--- config.mk ---
export PLATFORM = sky130hd
export DESIGN_NAME = midi_file_event_parser
export DESIGN_NICKNAME = d
export VERILOG_FILES = /design/src/rtl/mfep_pkg.sv /design/src/rtl/mfep_core.sv /design/src/rtl/midi_file_event_parser.sv
export VERILOG_INCLUDE_DIRS = /design/src /design/src/rtl
export SDC_FILE = /design/constraint.sdc
export NUM_CORES = 1
export LEC_CHECK = 0
export BUFFER_PORTS_ARGS = -buffer_cell sky130_fd_sc_hd__buf_2
export CORE_ASPECT_RATIO = 0.75
export CORE_MARGIN = 5
export CORE_UTILIZATION = 58
export CTS_CLUSTER_SIZE = 12
export DETAILED_ROUTE_END_ITERATION = 8
export PLACE_DENSITY = 0.77
export SKIP_LAST_GASP = 1
export SLEW_MARGIN = 20
export SYNTH_ARGS = -nofsm -noshare
export SYNTH_HDL_FRONTEND = slang
export SYNTH_HIERARCHICAL = 1
export SYNTH_SLANG_ARGS = --single-unit
--- constraint.sdc ---
create_clock -name i_clk -period 18.1 [get_ports i_clk]
set_input_delay 0.905 -clock i_clk [delete_from_list [all_inputs] [get_ports i_clk]]
set_output_delay 0.905 -clock i_clk [all_outputs]
set_load 0.03 [all_outputs]
--- src/rtl/assert_macros.svh ---
// ----------------------------------------------------------------------------
// assert_macros.svh
// Shared concurrent assertion wrappers, clocked, with active-low reset gating.
// ----------------------------------------------------------------------------
`ifndef ASSERT_MACROS_SVH
`define ASSERT_MACROS_SVH

// Property must hold at every rising edge outside reset.
`define ASSERT_CLK(lbl, clk, rst_n, prop, msg) \
    lbl: assert property (@(posedge clk) disable iff (!rst_n) (prop)) else $error(msg);

// Expression must never be true at a rising edge outside reset.
`define ASSERT_NEVER(lbl, clk, rst_n, expr, msg) \
    lbl: assert property (@(posedge clk) disable iff (!rst_n) !(expr)) else $error(msg);

`endif

--- src/rtl/mfep_pkg.sv ---
// ----------------------------------------------------------------------------
// mfep_pkg
// Types and constants shared by the MIDI file event parser modules.
// ----------------------------------------------------------------------------
`timescale 1ns / 1ps

package mfep_pkg;

    typedef enum logic [2:0] {
        KIND_NOTE_OFF  = 3'd0,
        KIND_NOTE_ON   = 3'd1,
        KIND_CHANNEL   = 3'd2,
        KIND_END_TRACK = 3'd3,
        KIND_TEMPO     = 3'd4,
        KIND_BAD_STAT  = 3'd5,
        KIND_HEADER    = 3'd6
    } t_kind;

    typedef struct packed {
        t_kind        kind;
        logic [15:0]  track;
        logic [7:0]   key;
        logic [7:0]   velocity;
        logic [31:0]  delta;
        logic [31:0]  abs_time;
        logic [23:0]  tempo;
        logic [15:0]  format;
        logic [15:0]  total;
        logic [15:0]  division;
    } t_result;

    localparam logic [3:0] FILE_HDR_BYTES  = 4'd14;
    localparam logic [3:0] TRACK_HDR_BYTES = 4'd8;

    localparam logic [7:0] STAT_META       = 8'hFF;
    localparam logic [7:0] STAT_SYSEX      = 8'hF0;
    localparam logic [7:0] STAT_SYSEX_ESC  = 8'hF7;
    localparam logic [7:0] META_END_TRACK  = 8'h2F;
    localparam logic [7:0] META_SET_TEMPO  = 8'h51;

    localparam logic [3:0] HI_NOTE_OFF     = 4'h8;
    localparam logic [3:0] HI_NOTE_ON      = 4'h9;
    localparam logic [3:0] HI_PROGRAM      = 4'hC;
    localparam logic [3:0] HI_PRESSURE     = 4'hD;

endpackage

--- src/rtl/mfep_core.sv ---
// ----------------------------------------------------------------------------
// mfep_core
// Byte-wise parse state and combinational next-state / event decode.
// ----------------------------------------------------------------------------
`timescale 1ns / 1ps

module mfep_core #(
    parameter int TIME_BITS = 32
) (
    input  logic              i_clk,
    input  logic              i_rst_n,
    input  logic              i_accept,
    input  logic [7:0]        i_data_byte,
    output logic              o_res_valid,
    output mfep_pkg::t_result o_res
);
    import mfep_pkg::*;

    typedef enum logic [11:0] {
        PH_FILE_HDR   = 12'b0000_0000_0001,
        PH_TRACK_HDR  = 12'b0000_0000_0010,
        PH_DELTA      = 12'b0000_0000_0100,
        PH_STATUS     = 12'b0000_0000_1000,
        PH_DATA1      = 12'b0000_0001_0000,
        PH_DATA2      = 12'b0000_0010_0000,
        PH_META_TYPE  = 12'b0000_0100_0000,
        PH_META_LEN   = 12'b0000_1000_0000,
        PH_META_BODY  = 12'b0001_0000_0000,
        PH_SYSEX_LEN  = 12'b0010_0000_0000,
        PH_SYSEX_BODY = 12'b0100_0000_0000,
        PH_DONE       = 12'b1000_0000_0000
    } t_phase;

    t_phase                 r_phase, n_phase;
    logic [3:0]             r_cnt, n_cnt;
    logic [47:0]            r_hdr, n_hdr;
    logic [15:0]            r_track, n_track;
    logic [7:0]             r_run, n_run;
    logic [7:0]             r_act, n_act;
    logic [TIME_BITS-1:0]   r_delta, n_delta;
    logic [TIME_BITS-1:0]   r_time, n_time;
    logic [7:0]             r_first, n_first;
    logic [7:0]             r_meta, n_meta;
    logic [31:0]            r_skip, n_skip;
    logic [23:0]            r_tempo, n_tempo;

    logic                   l_emit;
    t_kind                  l_kind;
    logic [7:0]             l_key;
    logic [7:0]             l_vel;
    logic [23:0]            l_tempo;
    logic                   l_finish;
    logic [63:0]            w_delta_ext;
    logic [63:0]            w_time_ext;

    always_comb begin
        logic [7:0]           b;
        logic [3:0]           hi;
        logic [TIME_BITS-1:0] base;
        b        = i_data_byte;
        hi       = 4'h0;
        base     = '0;
        n_phase  = r_phase;
        n_cnt    = r_cnt;
        n_hdr    = r_hdr;
        n_track  = r_track;
        n_run    = r_run;
        n_act    = r_act;
        n_delta  = r_delta;
        n_time   = r_time;
        n_first  = r_first;
        n_meta   = r_meta;
        n_skip   = r_skip;
        n_tempo  = r_tempo;
        l_emit   = 1'b0;
        l_kind   = KIND_CHANNEL;
        l_key    = 8'h00;
        l_vel    = 8'h00;
        l_tempo  = 24'h0;
        l_finish = 1'b0;

        case (r_phase)
            PH_FILE_HDR: begin
                n_hdr = {r_hdr[39:0], b};
                n_cnt = r_cnt + 4'd1;
                if (n_cnt == FILE_HDR_BYTES) begin
                    n_cnt   = 4'd0;
                    n_phase = (n_hdr[31:16] == 16'h0) ? PH_DONE : PH_TRACK_HDR;
                    l_emit  = 1'b1;
                    l_kind  = KIND_HEADER;
                end
            end
            PH_TRACK_HDR: begin
                n_cnt = r_cnt + 4'd1;
                if (n_cnt == TRACK_HDR_BYTES) begin
                    n_time  = '0;
                    n_delta = '0;
                    n_run   = 8'h00;
                    n_act   = 8'h00;
                    n_cnt   = 4'd0;
                    n_phase = PH_DELTA;
                end
            end
            PH_DELTA: begin
                base    = (r_cnt == 4'd0) ? '0 : r_delta;
                n_cnt   = 4'd1;
                n_delta = {base[TIME_BITS-8:0], b[6:0]};
                if (!b[7]) begin
                    n_time  = r_time + n_delta;
                    n_phase = PH_STATUS;
                end
            end
            PH_STATUS: begin
                if (!b[7]) begin
                    if (r_run == 8'h00) begin
                        // orphan data byte: report, then take it as a full delta
                        l_emit  = 1'b1;
                        l_kind  = KIND_BAD_STAT;
                        n_delta = {{(TIME_BITS-8){1'b0}}, b};
                        n_time  = r_time + n_delta;
                    end else begin
                        n_act = r_run;
                        hi    = r_run[7:4];
                        if (hi inside {HI_PROGRAM, HI_PRESSURE}) begin
                            n_cnt   = 4'd0;
                            n_phase = PH_DELTA;
                            l_emit  = 1'b1;
                            l_kind  = KIND_CHANNEL;
                        end else begin
                            n_first = b;
                            n_phase = PH_DATA2;
                        end
                    end
                end else if (b[7:4] != 4'hF) begin
                    n_run   = b;
                    n_act   = b;
                    n_phase = PH_DATA1;
                end else begin
                    n_run = 8'h00;
                    n_act = b;
                    if (b == STAT_META) begin
                        n_phase = PH_META_TYPE;
                    end else if (b inside {STAT_SYSEX, STAT_SYSEX_ESC}) begin
                        n_skip  = 32'h0;
                        n_phase = PH_SYSEX_LEN;
                    end else begin
                        n_cnt   = 4'd0;
                        n_phase = PH_DELTA;
                    end
                end
            end
            PH_DATA1: begin
                hi = r_act[7:4];
                if (hi inside {HI_PROGRAM, HI_PRESSURE}) begin
                    n_cnt   = 4'd0;
                    n_phase = PH_DELTA;
                    l_emit  = 1'b1;
                    l_kind  = KIND_CHANNEL;
                end else begin
                    n_first = b;
                    n_phase = PH_DATA2;
                end
            end
            PH_DATA2: begin
                hi      = r_act[7:4];
                n_cnt   = 4'd0;
                n_phase = PH_DELTA;
                l_emit  = 1'b1;
                if (hi == HI_NOTE_OFF) begin
                    l_kind = KIND_NOTE_OFF;
                    l_key  = r_first;
                    l_vel  = b;
                end else if (hi == HI_NOTE_ON) begin
                    l_kind = (b == 8'h00) ? KIND_NOTE_OFF : KIND_NOTE_ON;
                    l_key  = r_first;
                    l_vel  = b;
                end else begin
                    l_kind = KIND_CHANNEL;
                end
            end
            PH_META_TYPE: begin
                n_meta  = b;
                n_skip  = 32'h0;
                n_phase = PH_META_LEN;
            end
            PH_META_LEN: begin
                n_skip = {r_skip[24:0], b[6:0]};
                if (!b[7]) begin
                    n_cnt   = 4'd0;
                    n_first = (r_meta == META_SET_TEMPO && r_tempo == 24'h0) ? 8'h01 : 8'h00;
                    if (n_skip == 32'h0) begin
                        l_finish = 1'b1;
                    end else begin
                        n_phase = PH_META_BODY;
                    end
                end
            end
            PH_META_BODY: begin
                // tempo bytes land big endian, only the first three count
                if (r_first != 8'h00 && r_cnt < 4'd3) begin
                    case (r_cnt)
                        4'd0:    n_tempo = r_tempo | {b, 16'h0};
                        4'd1:    n_tempo = r_tempo | {8'h0, b, 8'h0};
                        default: n_tempo = r_tempo | {16'h0, b};
                    endcase
                    n_cnt = r_cnt + 4'd1;
                end
                n_skip = r_skip - 32'd1;
                if (n_skip == 32'h0) begin
                    l_finish = 1'b1;
                end
            end
            PH_SYSEX_LEN: begin
                n_skip = {r_skip[24:0], b[6:0]};
                if (!b[7]) begin
                    if (n_skip == 32'h0) begin
                        n_cnt   = 4'd0;
                        n_phase = PH_DELTA;
                    end else begin
                        n_phase = PH_SYSEX_BODY;
                    end
                end
            end
            PH_SYSEX_BODY: begin
                n_skip = r_skip - 32'd1;
                if (n_skip == 32'h0) begin
                    n_cnt   = 4'd0;
                    n_phase = PH_DELTA;
                end
            end
            PH_DONE: begin
            end
            default: begin
                n_phase = r_phase;
            end
        endcase

        if (l_finish) begin
            n_cnt = 4'd0;
            if (r_meta == META_END_TRACK) begin
                l_emit  = 1'b1;
                l_kind  = KIND_END_TRACK;
                n_track = r_track + 16'd1;
                n_phase = (n_track >= r_hdr[31:16]) ? PH_DONE : PH_TRACK_HDR;
            end else begin
                n_phase = PH_DELTA;
                if (n_first != 8'h00 && n_tempo != 24'h0) begin
                    l_emit  = 1'b1;
                    l_kind  = KIND_TEMPO;
                    l_tempo = n_tempo;
                end
            end
        end
    end

    assign w_delta_ext = 64'(r_delta);
    assign w_time_ext  = 64'(r_time);

    // results carry pre-update delta/time/track; header words already shifted
    always_comb begin
        o_res_valid    = i_accept && l_emit;
        o_res.kind     = l_kind;
        o_res.track    = r_track;
        o_res.key      = l_key;
        o_res.velocity = l_vel;
        o_res.delta    = w_delta_ext[31:0];
        o_res.abs_time = w_time_ext[31:0];
        o_res.tempo    = l_tempo;
        o_res.format   = n_hdr[47:32];
        o_res.total    = n_hdr[31:16];
        o_res.division = n_hdr[15:0];
    end

    always_ff @(posedge i_clk) begin
        if (!i_rst_n) begin
            r_phase <= PH_FILE_HDR;
            r_cnt   <= 4'd0;
            r_hdr   <= 48'h0;
            r_track <= 16'h0;
            r_run   <= 8'h00;
            r_act   <= 8'h00;
            r_delta <= '0;
            r_time  <= '0;
            r_first <= 8'h00;
            r_meta  <= 8'h00;
            r_skip  <= 32'h0;
            r_tempo <= 24'h0;
        end else if (i_accept) begin
            r_phase <= n_phase;
            r_cnt   <= n_cnt;
            r_hdr   <= n_hdr;
            r_track <= n_track;
            r_run   <= n_run;
            r_act   <= n_act;
            r_delta <= n_delta;
            r_time  <= n_time;
            r_first <= n_first;
            r_meta  <= n_meta;
            r_skip  <= n_skip;
            r_tempo <= n_tempo;
        end
    end

endmodule

--- src/rtl/midi_file_event_parser.sv ---
// A completed event is registered into the result register, or the skid slot.
// Throughput: one byte per cycle while o_stall is low.
// A two-entry output buffer (result register plus skid) keeps input flowing
// while a result waits; input stalls only while both entries are full.
// Reset (synchronous, active low) returns the parser to the file header
// and empties the output buffer.
// ----------------------------------------------------------------------------
// midi_file_event_parser
// Standard MIDI file byte-stream parser emitting header, note, channel,
// end-of-track and tempo events.
// ----------------------------------------------------------------------------
`timescale 1ns / 1ps
`include "assert_macros.svh"

module midi_file_event_parser #(
    parameter int TIME_BITS = 32
) (
    input  logic        i_clk,
    input  logic        i_rst_n,
    input  logic        i_valid,
    output logic        o_stall,
    input  logic [7:0]  i_data_byte,
    output logic        o_valid,
    input  logic        i_stall,
    output logic [2:0]  o_event_kind,
    output logic [15:0] o_track_number,
    output logic [7:0]  o_note_key,
    output logic [7:0]  o_note_velocity,
    output logic [31:0] o_delta_ticks,
    output logic [31:0] o_absolute_ticks,
    output logic [23:0] o_tempo_value,
    output logic [15:0] o_file_format,
    output logic [15:0] o_track_total,
    output logic [15:0] o_time_division
);
    import mfep_pkg::*;

    logic    w_accept;
    logic    w_res_valid;
    t_result w_res;
    logic    w_out_take;

    logic    r_out_valid;
    t_result r_out;
    logic    r_skid_valid;
    t_result r_skid;

    assign o_stall    = r_skid_valid;
    assign w_accept   = i_valid && !r_skid_valid;
    assign w_out_take = r_out_valid && !i_stall;

    mfep_core #(
        .TIME_BITS (TIME_BITS)
    ) u_core (
        .i_clk       (i_clk),
        .i_rst_n     (i_rst_n),
        .i_accept    (w_accept),
        .i_data_byte (i_data_byte),
        .o_res_valid (w_res_valid),
        .o_res       (w_res)
    );

    // control: result register and skid slot
    always_ff @(posedge i_clk) begin
        if (!i_rst_n) begin
            r_out_valid  <= 1'b0;
            r_skid_valid <= 1'b0;
        end else if (r_skid_valid) begin
            if (w_out_take) begin
                r_skid_valid <= 1'b0;
            end
        end else if (w_res_valid) begin
            if (r_out_valid && !w_out_take) begin
                r_skid_valid <= 1'b1;
            end else begin
                r_out_valid <= 1'b1;
            end
        end else if (w_out_take) begin
            r_out_valid <= 1'b0;
        end
    end

    // payload
    always_ff @(posedge i_clk) begin
        if (r_skid_valid) begin
            if (w_out_take) begin
                r_out <= r_skid;
            end
        end else if (w_res_valid) begin
            if (r_out_valid && !w_out_take) begin
                r_skid <= w_res;
            end else begin
                r_out <= w_res;
            end
        end
    end

    assign o_valid          = r_out_valid;
    assign o_event_kind     = r_out.kind;
    assign o_track_number   = r_out.track;
    assign o_note_key       = r_out.key;
    assign o_note_velocity  = r_out.velocity;
    assign o_delta_ticks    = r_out.delta;
    assign o_absolute_ticks = r_out.abs_time;
    assign o_tempo_value    = r_out.tempo;
    assign o_file_format    = r_out.format;
    assign o_track_total    = r_out.total;
    assign o_time_division  = r_out.division;

    `ASSERT_CLK(a_skid_needs_out, i_clk, i_rst_n, r_skid_valid |-> r_out_valid, "skid full with empty output register")
    `ASSERT_CLK(a_skid_fill_on_stall, i_clk, i_rst_n, $rose(r_skid_valid) |-> $past(r_out_valid && i_stall), "skid filled without a stalled output")
    `ASSERT_NEVER(a_tempo_nonzero, i_clk, i_rst_n, w_res_valid && w_res.kind == KIND_TEMPO && w_res.tempo == 24'h0, "tempo event with zero value")

endmodule

**After elaboration in Yosys (flattened, before gate mapping)**

Cells that the tools add are included.

- Logic and storage cells: 253
- Flip-flop bits (word level): 576

- $lt $le $gt $ge: 2
- Equal/unequal tests: 53
- Multiplexer cells: 111
- Add/subtract/negate cells: 5
- Bitwise gates (word level): 4
- Reductions and logical operators: 44

Operators by type and width:

| cell | number |
|---|---|
| two-way mux 171 bit | 4 |
| two-way mux 32 bit | 10 |
| one-hot mux 32 bit (3 select lines) | 2 |
| two-way mux 12 bit | 15 |
| two-way mux 8 bit | 16 |
| one-hot mux 32 bit (4 select lines) | 1 |
| two-way mux 24 bit | 5 |
| one-hot mux 12 bit (10 select lines) | 1 |
| zero test 32 bit | 2 |
| two-way mux 4 bit | 15 |
| two-way mux 48 bit | 1 |
| one-hot mux 24 bit (2 select lines) | 1 |
| one-hot mux 4 bit (10 select lines) | 1 |
| adder 32 bit | 1 |
| adder 32 x 8 -> 32 bit | 1 |
| equality test 4 bit (second input constant) | 8 |
| one-hot mux 8 bit (2 select lines) | 2 |
| subtractor 32 x 1 -> 32 bit (second input constant) | 1 |
| two-way mux 25 bit | 1 |
| equality test 8 bit (second input constant) | 3 |
| zero test 24 bit | 1 |
| two-way mux 3 bit | 8 |
| OR 24 x 16 -> 24 bit | 1 |
| OR 24 bit | 1 |
| other kinds (55) | 117 |

**Depth between registers and ports, before layout**

- Word-level depth: 14
- Depth in mapped cells: 18
- Depth with buffers taken out: 16

**Modules after synthesis**

The synthesis kept the hierarchy.

By module, submodules not included:

| module | times used | cells each | seq. area each (um2) | area each (um2) |
|---|---|---|---|---|
| mfep_core | 1 | 1763 | 4564.4 | 13719.4 |
| midi_file_event_parser | 1 | 547 | 10309.9 | 13013.7 |

**Worst setup path before layout**

OpenSTA, ideal clock, no wires.

- Path kind: register to register
- Start: register u_core.r_skip[6]
- End: register r_out (netlist bit o_absolute_ticks[0]), enable pin
- Arrival time: 15.120 ns
- Library setup time: 0.963 ns
- Setup slack: 2.017 ns
- Stages on the path, launching flop included: 15
- Path through: dfxtp_1 buf_2 or4_1 clkbuf_1 nor4_1 nand4_1 xor2_1 and4_1 nand4_1 o21a_2 o21ai_0 nor2_1 a21oi_1 nand2b_1 a21boi_0

- Longest elaborated chain between the ends: 8
- Elaborated cells on any way between the ends: 11
- Classes of those cells: add/sub: 1; mux: 5; reduce/logical: 5

RTL lines:

| element | RTL line | text |
|---|---|---|
| from (decl) | mfep_core.sv:44 | `logic [31:0] r_skip, n_skip;` |
| from (signal assigned) | mfep_core.sv:299 | `r_skip <= n_skip;` |
| subtractor 32 x 1 -> 32 bit / zero test 32 bit (equally long branches) | mfep_core.sv:208, mfep_core.sv:191 |  |
| zero test 32 bit / two-way mux 1 bit (equally long branches) | mfep_core.sv:209, mfep_core.sv:191 |  |
| two-way mux 1 bit (on tied branches) | mfep_core.sv:209, mfep_core.sv:188 |  |
| one-hot mux 1 bit (2 select lines) (*) | mfep_core.sv:82 | `case (r_phase)` |
| two-way mux 1 bit (*) | mfep_core.sv:238 | `if (l_finish) begin` |
| logical AND 1 bit (*) | mfep_core.sv:261 | `o_res_valid = i_accept && l_emit;` |
| via w_res_valid | midi_file_event_parser.sv:39 | `logic w_res_valid;` |
| nonzero test 2 bit (no line) (*) | n/a |  |
| AND reduction 3 bit (no line) (*) | n/a |  |
| to (signal assigned) | midi_file_event_parser.sv:87 | `r_out <= r_skid;` |
| to (signal assigned) | midi_file_event_parser.sv:93 | `r_out <= w_res;` |
| to (decl) | midi_file_event_parser.sv:44 | `t_result r_out;` |

Mark *: on every way through the listed nets, which the timed path passes. The rest lies on a longest branch.
A chain may end at the register's enable or synchronous reset.

**Final worst setup path**

- Start: register u_core.r_skip[0]
- End: register r_skid[41] (netlist bit), enable pin

- Longest elaborated chain between the ends: 7
- Elaborated cells on any way between the ends: 10
- Classes of those cells: add/sub: 1; mux: 5; reduce/logical: 4

RTL lines:

| element | RTL line | text |
|---|---|---|
| subtractor 32 x 1 -> 32 bit / zero test 32 bit (equally long branches) | mfep_core.sv:208, mfep_core.sv:191 |  |
| zero test 32 bit / two-way mux 1 bit (equally long branches) | mfep_core.sv:209, mfep_core.sv:191 |  |
| two-way mux 1 bit (on tied branches) | mfep_core.sv:209, mfep_core.sv:188 |  |
| one-hot mux 1 bit (2 select lines) (*) | mfep_core.sv:82 |  |
| two-way mux 1 bit (*) | mfep_core.sv:238 |  |
| logical AND 1 bit (*) | mfep_core.sv:261 |  |
| via w_res_valid | midi_file_event_parser.sv:39 |  |
| AND reduction 3 bit (no line) (*) | n/a |  |
| to (signal assigned) | midi_file_event_parser.sv:91 | `r_skid <= w_res;` |
| to (decl) | midi_file_event_parser.sv:46 | `t_result r_skid;` |

Marked as above.

==> summary.txt <==
Yosys reg bits - 572
HP Class - reg2reg
Fill cells - 3414
Max Slew Vio Count - 0
Seq/Total Area, Yosys - 55.6%
Drt first-iter violations - 2001
Post-synthesis net count - 2376
Num ports - 185
Core Region - 45800 µm²
Clock Pin Slew Worst Setup and Hold Paths - 0.06 ns
# DRC - 0
VDD IR-drop max - 70.2 µV
Clk Latency, worst-skew pair - 0.62 ns
Cell count after synthesis - 2310
Fmax - 178 MHz
Share of cells above drive strength 1 - 20.9%
CTS resizes - 0
Vias - 18824
Final Worst Setup Slack - 12.49 ns
Rel. slew slack - 28.1%
Async set or reset register ratio after synthesis - 0%
DIE HEIGHT - 196 µm
GRT busiest layer - met1
Final Critical Period - 5.61 ns
Layout Area Growth over Synthesis - 10.9%
Unrepaired setup endpoints after global routing - false
Largest net degree at the start of global routing - 123
Sink Count - 572
Cell Count, Final, Fillers Out - 3068
DP Wirelength - 42100 µm
Predominant post-synthesis flop cell - edfxtp_1
Initial Util - 58.4%
Leak - 11.7 nW
GP Congestion - 0.901
Initial antenna violation count - 2
Gr usage total - 24.9%
Synth cell types - 85
H-tree levels - 2
Post-DRT Antenna Nets - 0
Synth warn - 6
Maximum fanout along the worst path - 50
# port buffers - 184
Clock skew - 0.0182 ns
Fin util - 64.8%
Hold Startpoint - u_core/r_run[1]$_SDFFE_PN0P_
Clock tree root buffer cell - clkbuf_16
Met1 usage - 37.8%
Fin crit share - 31.0%
TritonCTS clock tree - built
First-pass GRT wire length - 102000 µm
Seq. cell area - 14900 µm²
Number of buffers inserted by hold repair at cts - 0
Total Neg Setup Slack - 0 ns
CTS Buffer Depth - 3
Post-Syn Area - 26700 µm²
Dpl ws - 11.82 ns
Crit path from - u_core/r_skip[0]$_SDFFE_PN0P_
Inst Count DP - 2962
CP endpoint kind - register
Worst Path Class, Setup - reg2reg
Worst-Margin Slew - 1.08 ns
Die area - 50500 µm²
Vias/cell - 6.14
Pwr dens - 84.6 nW/µm²
Overflow after GRT - 0
Number of global-route vias before repair - 17843
CTS Buf Count - 55
Post-CTS Setup Inserts - 0
Crit path launch type - register
Layout Nets - 2492
Post-synth EDFFs - 342
Die Wd - 258 µm
Routed WL per cell - 21.1 µm
Initial DRT Pass Iterations - 5
Mean Syn Cell Area - 11.6 µm²
M3 GR Usage - 4.99%
Final hold violation count - 0
Status - complete, no violations
Setup Viol. Count Final - 0
CP required - 18.35 ns
RR Startpoint - u_core/r_skip[0]$_SDFFE_PN0P_
Met2 usage - 37.4%
FP Rows - 68
CP Data Arrival Time - 5.86 ns
Multi-input logic area - 11100 µm²
Max cap viols - 0
Final wirelength - 64900 µm
==> per-stage QoR <==
| step | cell area [µm²] | hold slack, ns | total power, mW |
|---|---|---|---|
| after global placement | 27900 | 0.439 | 1.45 |
| after global routing | 29600 | 0.476 | 2.59 |
| after detailed placement | 27900 | 0.445 | 1.45 |
| after floorplan | 26700 | 0.427 | 1.43 |
| after CTS | 29600 | 0.454 | 2.53 |
| final | 29600 | 0.454 | 2.51 |
==> power by group <==
part	internal (mW)	switching, mW	total [mW]	leakage [nW]
sequential	1.37	0.00289	1.37	5.43
combinational	0.0158	0.0398	0.0556	5.47
clock	0.598	0.482	1.08	0.792
total	1.98	0.524	2.51	11.7
==> synthesized netlist by cell type, types with 53 or more instances <==
cell | number | area (µm²)
nor2_1 | 248 | 931
nand2_1 | 176 | 661
a21oi_1 | 139 | 696
nand3_1 | 69 | 345
ha_1 | 53 | 663
dfxtp_1 | 230 | 4600
clkbuf_1 | 107 | 402
mux2_4 | 136 | 2040
o21ai_0 | 68 | 340
edfxtp_1 | 342 | 10300
mux2i_1 | 63 | 631
mux2_2 | 70 | 788
==> final timing paths <==
path / end / slack [ns] / cells after the start
max reg2reg: r_skid[41]$_DFFE_PP_ / 12.49 / 15
min reg2reg: u_core/r_run[1]$_SDFFE_PN0P_ / 0.45 / 2
min: u_core/r_run[1]$_SDFFE_PN0P_ / 0.45 / 2
max: r_skid[41]$_DFFE_PP_ / 12.49 / 15
==> worst max-delay path, stage by stage, from the launching register on <==
cell and delay, ns:
dfxtp_1 0.38, inv_1 0.11, ha_1 0.42, or4b_2 0.79
nor4_1 0.32, xnor2_1 0.22, nor3b_1 0.27, nand4_1 0.22
o21a_2 0.33, o21ai_0 0.28, nor2_1 0.11, a21oi_1 0.20
nand2b_1 0.21, nor2_4 0.13, buf_4 0.50, buf_4 0.71
==> per-layer routing <==
layer	part of all wire [%]	vias up	wire [µm]
met5	0	-	0
li1	-	8728	-
met4	1.7	0	1080
met3	7.7	77	4980
met1	46	9293	29700
met2	45	726	29100
==> registers in the layout, indices dropped and copies added, names as in the netlist, 32 cells and up <==
name              cells
o_absolute_ticks     32
u_core/r_time        32
r_skid              171
u_core/r_skip        32
u_core/r_delta       32
u_core/r_hdr         48
o_delta_ticks        32
==> cell type report <==
| class | instances | area share (%) |
|---|---|---|
| Tap cell | 595 | 2.51 |
| Multi-Input combinational cell | 1558 | 37.5 |
| Clock inverter | 4 | 0.198 |
| Inverter | 35 | 0.460 |
| Antenna cell | 1 | 0.00844 |
| Clock buffer | 99 | 5.40 |
| Sequential cell | 572 | 50.2 |
| Timing Repair Buffer | 204 | 3.76 |
==> cells in the final DEF (no fill, tap or decap), types with 5 or more instances in the layout <==
cell / instances
inv_1: 34
a21o_1: 20
o31ai_1: 5
and3_1: 41
buf_2: 184
nand2_1: 175
a211oi_1: 15
nand4_1: 24
mux2_4: 136
o21a_1: 9
nand2b_1: 19
ha_1: 53
nor3b_1: 7
xor2_1: 43
a21oi_1: 137
xnor2_1: 31
a221oi_1: 11
nor2_1: 245
or4_1: 10
a22oi_1: 43
nor3_1: 43
nand3_1: 69
and2_1: 23
clkbuf_1: 39
mux2_2: 70
mux2i_1: 63
o21ai_0: 68
buf_4: 16
nor2b_1: 11
nor4_1: 26
o211ai_1: 9
o21bai_1: 7
or2_2: 11
edfxtp_1: 342
nor4b_1: 7
clkbuf_16: 57
or3_1: 11
a31oi_1: 31
dfxtp_1: 229
==> cell families (layout without fill, tap and decap cells) <==
kind of cell	Yosys count	in the layout	synth area share (%)
AND/OR/NAND/NOR	756	756	13.7
buffers and inverters	180	342	3.08
other	0	1	0
flip-flops	572	572	55.6
multiplexers	269	269	12.9
XOR/XNOR	74	74	2.42
AO/OA/AOI/OAI	405	405	9.62
adder cells (fa/ha/maj)	54	54	2.56
Power figures use the tool's default switching activity.
